`config.mk`:
```
export PLATFORM = sky130hd
export DESIGN_NAME = part_in_whole_box_matcher
export DESIGN_NICKNAME = d
export VERILOG_FILES = /design/src/sv/pwbm_pkg.sv /design/src/sv/part_in_whole_box_matcher.sv
export SDC_FILE = /design/constraint.sdc
export NUM_CORES = 1
export LEC_CHECK = 0
export BUFFER_PORTS_ARGS = -buffer_cell sky130_fd_sc_hd__buf_2
export CORE_UTILIZATION = 67
export CTS_CLUSTER_DIAMETER = 80
export DETAILED_ROUTE_END_ITERATION = 7
export PLACE_DENSITY = 0.93
export SLEW_MARGIN = 20
export SYNTH_ARGS = -nofsm -noshare
export SYNTH_HDL_FRONTEND = slang
export SYNTH_SLANG_ARGS = --single-unit
```
`constraint.sdc`:
```
create_clock -name clk -period 17.3 [get_ports clk]
set_input_delay 1.73 -clock clk [delete_from_list [all_inputs] [get_ports clk]]
set_output_delay 1.73 -clock clk [all_outputs]
set_load 0.02 [all_outputs]
```
`src/sv/pwbm_pkg.sv`:
```
// Package for the part-in-whole box matcher.
// Holds sizes, the stored box type, register indexes and the class map lookup.
// Used by every module of the block; depends on nothing else.
package pwbm_pkg;

	localparam int MAX_BOXES    = 16;
	localparam int COORD_BITS   = 12;
	localparam int RESULT_LIMIT = 64;

	localparam int CNT_W = $clog2(MAX_BOXES + 1);
	localparam int IDX_W = $clog2(MAX_BOXES);
	localparam int RES_W = $clog2(RESULT_LIMIT + 1);

	localparam logic [7:0] NO_PART = 8'hFF;

	typedef enum logic [1:0] {
		REG_WHOLE_CLASS = 2'd0,
		REG_MAP_LOW     = 2'd1,
		REG_MAP_HIGH    = 2'd2
	} cfg_reg_t;

	typedef struct packed {
		logic [3:0]            cls;
		logic [COORD_BITS-1:0] x1;
		logic [COORD_BITS-1:0] y1;
		logic [COORD_BITS-1:0] x2;
		logic [COORD_BITS-1:0] y2;
	} box_t;

	// Object id of a detector class; byte k of the 128-bit map serves class k.
	function automatic logic [7:0] map_class(input logic [3:0] cls, input logic [63:0] lo,
			input logic [63:0] hi);
		logic [127:0] m;
		m = {hi, lo};
		return m[{cls, 3'b000} +: 8];
	endfunction

endpackage

```
`src/sv/part_in_whole_box_matcher.sv`:
```
// Top level of the part-in-whole box matcher.
// Holds the box store, the match sequencer and the output register.
// Depends on pwbm_pkg.

// The block collects one frame of detector boxes, one transaction per cycle, until a
// box with frame_end set arrives; boxes past MAX_BOXES in a frame are dropped, but a
// dropped box carrying frame_end still starts matching. It then walks every stored
// whole box (class equal to whole_class) in arrival order, and for each one walks all
// stored boxes in arrival order through one shared compare unit, which checks a single
// candidate per step: the class must differ from whole_class, map to an id other than
// 255, and the box must lie fully inside the whole box. Each hit gives one result with
// the id and the floored centre of the whole box; the last result of a frame carries
// run_last, and a frame with no hits gives one result with found cleared. At most 64
// results are given per frame. The box store has a single registered read port, so
// every visited box passes first through a read state and then a check state; matching
// stalls when a result is to be loaded while the result consumer holds out_ready low.
// In_ready is low during matching and high again once the final result of the frame
// has been placed in the output register, so the next frame can be collected while
// that result still waits to be taken. Configuration writes are accepted in every
// cycle and must only be made while the block is idle.
module part_in_whole_box_matcher
	import pwbm_pkg::*;
(
	input  logic                  clk,
	input  logic                  arst_n,
	input  logic                  cfg_valid,
	output logic                  cfg_ready,
	input  logic [1:0]            cfg_index,
	input  logic [63:0]           cfg_data,
	input  logic                  in_valid,
	output logic                  in_ready,
	input  logic [3:0]            box_class,
	input  logic [COORD_BITS-1:0] left_x,
	input  logic [COORD_BITS-1:0] top_y,
	input  logic [COORD_BITS-1:0] right_x,
	input  logic [COORD_BITS-1:0] bottom_y,
	input  logic                  frame_end,
	output logic                  out_valid,
	input  logic                  out_ready,
	output logic                  found,
	output logic [7:0]            object_id,
	output logic [COORD_BITS-1:0] centre_x,
	output logic [COORD_BITS-1:0] centre_y,
	output logic                  run_last
);

	typedef enum logic [2:0] {
		S_COLLECT,
		S_WREAD,
		S_WCHK,
		S_PREAD,
		S_PCHK,
		S_FINISH
	} state_t;

	state_t state_q;

	// Configuration registers.
	logic [3:0]  wc_q;
	logic [63:0] map_lo_q;
	logic [63:0] map_hi_q;

	// Box store and its registered read port.
	box_t            box_mem_q [MAX_BOXES];
	box_t            rd_q;
	logic            rd_en;
	logic [IDX_W-1:0] rd_addr;

	// Walk counters: whole box index, candidate index, results found so far.
	logic [CNT_W-1:0] count_q;
	logic [CNT_W-1:0] i_q;
	logic [CNT_W-1:0] j_q;
	logic [RES_W-1:0] n_q;

	// The current whole box and its centre.
	box_t                  w_q;
	logic [COORD_BITS-1:0] cx_q;
	logic [COORD_BITS-1:0] cy_q;

	// The most recent hit is held back until it is known whether it is the last.
	logic [7:0]            pend_id_q;
	logic [COORD_BITS-1:0] pend_cx_q;
	logic [COORD_BITS-1:0] pend_cy_q;

	logic out_valid_q;
	logic found_q;
	logic [7:0] object_id_q;
	logic [COORD_BITS-1:0] centre_x_q;
	logic [COORD_BITS-1:0] centre_y_q;
	logic run_last_q;

	logic       in_acc;
	logic       store_room;
	logic       out_free;
	logic       out_load;
	logic [7:0] part_id;
	logic       part_hit;
	logic       have_pend;
	logic [COORD_BITS:0] sum_x;
	logic [COORD_BITS:0] sum_y;
	box_t       in_box;

	assign cfg_ready  = 1'b1;
	assign in_ready   = (state_q == S_COLLECT);
	assign in_acc     = in_valid && in_ready;
	assign store_room = (count_q != CNT_W'(MAX_BOXES));
	assign out_free   = !out_valid_q || out_ready;
	assign have_pend  = (n_q != '0);

	// The output register is loaded when a held hit is released or the frame closes.
	assign out_load = out_free &&
		((state_q == S_PCHK && part_hit && have_pend) || state_q == S_FINISH);

	assign in_box = '{cls: box_class, x1: left_x, y1: top_y, x2: right_x, y2: bottom_y};

	// Shared compare unit: one candidate against the current whole box.
	assign part_id  = map_class(rd_q.cls, map_lo_q, map_hi_q);
	assign part_hit = (rd_q.cls != wc_q) && (part_id != NO_PART) &&
		(rd_q.x1 >= w_q.x1) && (rd_q.x2 <= w_q.x2) &&
		(rd_q.y1 >= w_q.y1) && (rd_q.y2 <= w_q.y2);

	assign sum_x = {1'b0, rd_q.x1} + {1'b0, rd_q.x2};
	assign sum_y = {1'b0, rd_q.y1} + {1'b0, rd_q.y2};

	always_comb begin
		rd_en   = 1'b0;
		rd_addr = i_q[IDX_W-1:0];
		if (state_q == S_WREAD && i_q != count_q) begin
			rd_en = 1'b1;
		end else if (state_q == S_PREAD && j_q != count_q) begin
			rd_en   = 1'b1;
			rd_addr = j_q[IDX_W-1:0];
		end
	end

	always_ff @(posedge clk) begin
		if (in_acc && store_room) begin
			box_mem_q[count_q[IDX_W-1:0]] <= in_box;
		end
		if (rd_en) begin
			rd_q <= box_mem_q[rd_addr];
		end
	end

	always_ff @(posedge clk or negedge arst_n) begin
		if (!arst_n) begin
			wc_q <= '0;
			map_lo_q <= '1;
			map_hi_q <= '1;
		end else if (cfg_valid && cfg_ready) begin
			unique case (cfg_index)
				REG_WHOLE_CLASS: wc_q <= cfg_data[3:0];
				REG_MAP_LOW:     map_lo_q <= cfg_data;
				REG_MAP_HIGH:    map_hi_q <= cfg_data;
				default: begin
				end
			endcase
		end
	end

	always_ff @(posedge clk or negedge arst_n) begin
		if (!arst_n) begin
			state_q     <= S_COLLECT;
			count_q     <= '0;
			i_q         <= '0;
			j_q         <= '0;
			n_q         <= '0;
			w_q         <= '0;
			cx_q        <= '0;
			cy_q        <= '0;
			pend_id_q   <= '0;
			pend_cx_q   <= '0;
			pend_cy_q   <= '0;
			out_valid_q <= 1'b0;
			found_q     <= 1'b0;
			object_id_q <= '0;
			centre_x_q  <= '0;
			centre_y_q  <= '0;
			run_last_q  <= 1'b0;
		end else begin
			if (out_load) begin
				out_valid_q <= 1'b1;
			end else if (out_ready) begin
				out_valid_q <= 1'b0;
			end
			unique case (state_q)
				S_COLLECT: begin
					if (in_acc) begin
						if (store_room) begin
							count_q <= count_q + CNT_W'(1);
						end
						if (frame_end) begin
							i_q     <= '0;
							state_q <= S_WREAD;
						end
					end
				end
				S_WREAD: begin
					state_q <= (i_q == count_q) ? S_FINISH : S_WCHK;
				end
				S_WCHK: begin
					if (rd_q.cls == wc_q) begin
						w_q     <= rd_q;
						cx_q    <= sum_x[COORD_BITS:1];
						cy_q    <= sum_y[COORD_BITS:1];
						j_q     <= '0;
						state_q <= S_PREAD;
					end else begin
						i_q     <= i_q + CNT_W'(1);
						state_q <= S_WREAD;
					end
				end
				S_PREAD: begin
					if (j_q == count_q) begin
						i_q     <= i_q + CNT_W'(1);
						state_q <= S_WREAD;
					end else begin
						state_q <= S_PCHK;
					end
				end
				S_PCHK: begin
					if (!part_hit) begin
						j_q     <= j_q + CNT_W'(1);
						state_q <= S_PREAD;
					end else if (!have_pend || out_free) begin
						// Release the held hit, now known not to be the last one.
						if (have_pend) begin
							found_q     <= 1'b1;
							object_id_q <= pend_id_q;
							centre_x_q  <= pend_cx_q;
							centre_y_q  <= pend_cy_q;
							run_last_q  <= 1'b0;
						end
						pend_id_q <= part_id;
						pend_cx_q <= cx_q;
						pend_cy_q <= cy_q;
						n_q       <= n_q + RES_W'(1);
						j_q       <= j_q + CNT_W'(1);
						// The result limit ends the walk at once.
						state_q   <= (n_q == RES_W'(RESULT_LIMIT - 1)) ? S_FINISH : S_PREAD;
					end
				end
				S_FINISH: begin
					if (out_free) begin
						found_q     <= have_pend;
						object_id_q <= have_pend ? pend_id_q : '0;
						centre_x_q  <= have_pend ? pend_cx_q : '0;
						centre_y_q  <= have_pend ? pend_cy_q : '0;
						run_last_q  <= 1'b1;
						n_q         <= '0;
						count_q     <= '0;
						state_q     <= S_COLLECT;
					end
				end
				default: begin
					state_q <= S_COLLECT;
				end
			endcase
		end
	end

	assign out_valid = out_valid_q;
	assign found     = found_q;
	assign object_id = object_id_q;
	assign centre_x  = centre_x_q;
	assign centre_y  = centre_y_q;
	assign run_last  = run_last_q;

endmodule

```
==> results.txt <==
Outcome - complete, but fails checks
Violated checks - design-rule violations
Clock Latency Late Sink - 0.70 ns
Post-DP HPWL - 64.9 mm
Post-cts resize count - 0
WP buf/inv - 4
Worst path top cell family by delay - buffers and inverters
Pre-CTS setup slack - 10.73 ns
Main synth FF type - edfxtp_1
Initial core utilization - 0.681
Synth Cell Area - 48,900 µm²
Nets - 3,479
Fraction of registers with async set/reset - 0.251
Leak - 21.5 nW
Routability Congestion - 0.892
Unique masters post-synth - 62
Final Worst Setup Slack - 10.21 ns
Pwr dens - 167 nW/µm²
Crit path time final - 7.09 ns
Placed cells - 4,110
Headroom to the max-slew limit - 0.190
RSZ-0062 raised after global routing - false
Most frequent cells in the layout - edfxtp_1 (884), mux2i_1 (423), o22ai_1 (210)
Post-synthesis sequential area ratio - 0.697
WP data arrival - 7.52 ns
CTS tree - built
DRC Markers - 2
Setup Total Neg Slack - 0 ns
Row count - 98
First-pass GRT wire length - 191 mm
Postcts setup bufs - 0
Syn_nets - 3,345
Die width - 272 µm
Die area - 74,100 µm²
Type of origin of the critical path - flop
Mux cell area share after synthesis - 0.140
CTS Hold Bufs - 0
Max Buffers Root-to-Sink - 3
Crit Path Max Fanout - 113
Remaining global-route overflow - 0
Post-Syn Instances - 3,141
Final Hold Fails - 0
Peak Freq - 141 MHz
#FFs+latches synth - 1,180
CTS Sinks - 1,180
Largest family of logic cells by synthesized area - multiplexers
Final-report max-slew violation count - 0
Maximum vdd drop - 0.162 mV
Syn. warnings - 0
Most frequent CP cell - buf_4
Share of layout cells above drive strength 1 - 0.222
Total GRT Usage - 0.347
Total number of vias - 30.6k
Die H - 272 µm
Commonest non-fill, non-tap cell in the layout - edfxtp_1
Drt pass-1 iters - 8
Syn_area_per_cell - 15.6 µm²
Area grow syn2layout - 11.2%
Initial antenna violation count - 25
IO Port Bufs - 159
Vias in the first global route - 31.4k
Crit. End Element - flop
Placed cell areas - 50,600 µm²
Req. time, crit path - 17.73 ns
Worst-Margin Slew - 1.21 ns
Post-Layout Cell Count - 4,345
Post-synthesis compound-gate area fraction - 0.0676
Core area - 71,900 µm²
Routed length per placed instance - 29.6 µm
Worst path slowest cell - buf_4
Synth Area in XOR/XNOR - 0.00376
Final worst-path cycle share - 0.410
CTS H-tree lvls - 3
Clock Skew - 0.0437 ns
Finished Cell Area - 54,400 µm²
Largest cells by area after synthesis - edfxtp_1 (54%), mux2i_1 (8.7%), dfrtp_1 (8.6%), dfstp_2 (6.9%), mux2_2 (3.7%)
Final setup violation count - 0
Clock slew at reported path FFs - 0.07 ns
Adder-Cell Fraction of Synth Area - 0.0208
Largest net degree at the start of global routing - 160
Number of routed nets with antenna violations - 0
Final WL - 129 mm
Total CTS buffers - 112
Ports - 161
EDFF count, synth - 884
Clk root buf - clkbuf_16
DR vias/cell - 7.04
Filler instances - 3,625
Max_cap viols - 0
Critical Path Max Stage Delay - 1.03 ns
Crit-path cells - xor2_1 > nor3_1 > a311o_1 > mux2i_4 > buf_4 > buf_12 > buf_16 > buf_4 > mux2i_1 > o22ai_1 > or4_1
Detailed router's first-iteration violation count - 4,612
CP Class - reg -> reg
Yosys top cell area share - 0.543
Area leader, netlist - edfxtp_1
HP Class - reg -> reg
Synth Area in Simple Gates - 0.0495
[worst paths after layout]
check,startpoint,slack (ns),depth (start not counted),end
min reg2reg,cx_q[7],0.47,2,cx_q[7]
min in group asynchronous,arst_n,1.16,1,pend_id_q[1]
max in group asynchronous,arst_n,14.77,2,cy_q[6]
max reg2reg,count_q[2],10.21,11,rd_q[15]
max,count_q[2],10.21,11,rd_q[15]
min,cx_q[7],0.47,2,cx_q[7]
[report_power, final]
| part | internal, mW | switching (mW) | leakage, nW |
|---|---|---|---|
| logic | 1.05 | 1.64 | 8.20 |
| registers | 3.51 | 0.359 | 11.4 |
| clock network | 1.41 | 1.09 | 1.82 |
| total | 5.97 | 3.09 | 21.5 |
[synth_stat cells (all sizes together) (69+ instances only)]
master and number:
o22ai 210, ha 78, a21oi 69, edfxtp 884
buf 76, mux2 166, dfstp 128, nand3 142
clkbuf 103, o21ai 127, mux2i 424, dfrtp 168
inv 69, nand2 118
[routing by layer]
metal,global-route usage,vias to the layer above,part of all wire
met3,0.0815,484,0.12
met4,0.214,4,0.055
met5,0,-,0.00017
met2,0.556,2405,0.49
li1,-,12512,-
met1,0.430,15170,0.34
[registers in the layout, summed over array words and instances (netlist names), 7 cells and up]
| signal | cells |
|---|---|
| box_mem_q | 832 |
| map_hi_q | 64 |
| map_lo_q | 64 |
| rd_q | 52 |
| w_q | 48 |
| centre_x | 12 |
| centre_y | 12 |
| cx_q | 12 |
| cy_q | 12 |
| pend_cx_q | 12 |
| pend_cy_q | 12 |
| object_id | 8 |
| pend_id_q | 8 |
| n_q | 7 |
[layout make-up]
| class | count | area (µm²) | area share |
|---|---|---|---|
| multi-input cells | 1713 | 13900 | 0.256 |
| clock buffers | 139 | 2970 | 0.0546 |
| clock inverters | 69 | 754 | 0.0139 |
| flip-flops and latches | 1180 | 34100 | 0.627 |
| well taps | 950 | 1190 | 0.0218 |
| inverters | 69 | 259 | 0.00476 |
| diodes | 26 | 65.1 | 0.00120 |
| repair buffers | 199 | 1150 | 0.0211 |
[stage by stage]
| step | utilization | hold slack (ns) | total power, mW |
|---|---|---|---|
| final | 0.757 | 0.472 | 9.06 |
| after global placement | 0.704 | 0.458 | 6.22 |
| after floorplan | - | 0.443 | 5.67 |
| after global routing | 0.757 | 0.496 | 9.34 |
| after CTS | 0.756 | 0.480 | 8.96 |
| after detailed placement | 0.704 | 0.465 | 6.42 |
[worst register-to-register path, stage by stage (launching register included)]
cell and delay (ns):
dfrtp_1 0.51, xor2_1 0.24, nor3_1 0.34, a311o_1 0.58, mux2i_4 0.81, buf_4 0.95, buf_12 0.52, buf_16 0.59
buf_4 1.16, mux2i_1 0.37, o22ai_1 0.17, or4_1 0.59
[cell families (layout without fill, tap and decap cells)]
kind of cell    count (synthesis)  count (layout)
flops                        1180            1180
mux                           622             622
compound gates                528             528
simple gates                  461             461
buf+inv                       248             476
fa+ha+maj                      80              80
xor+xnor                       21              21
other cells                     1              27
(Power assumes the default switching activity.)
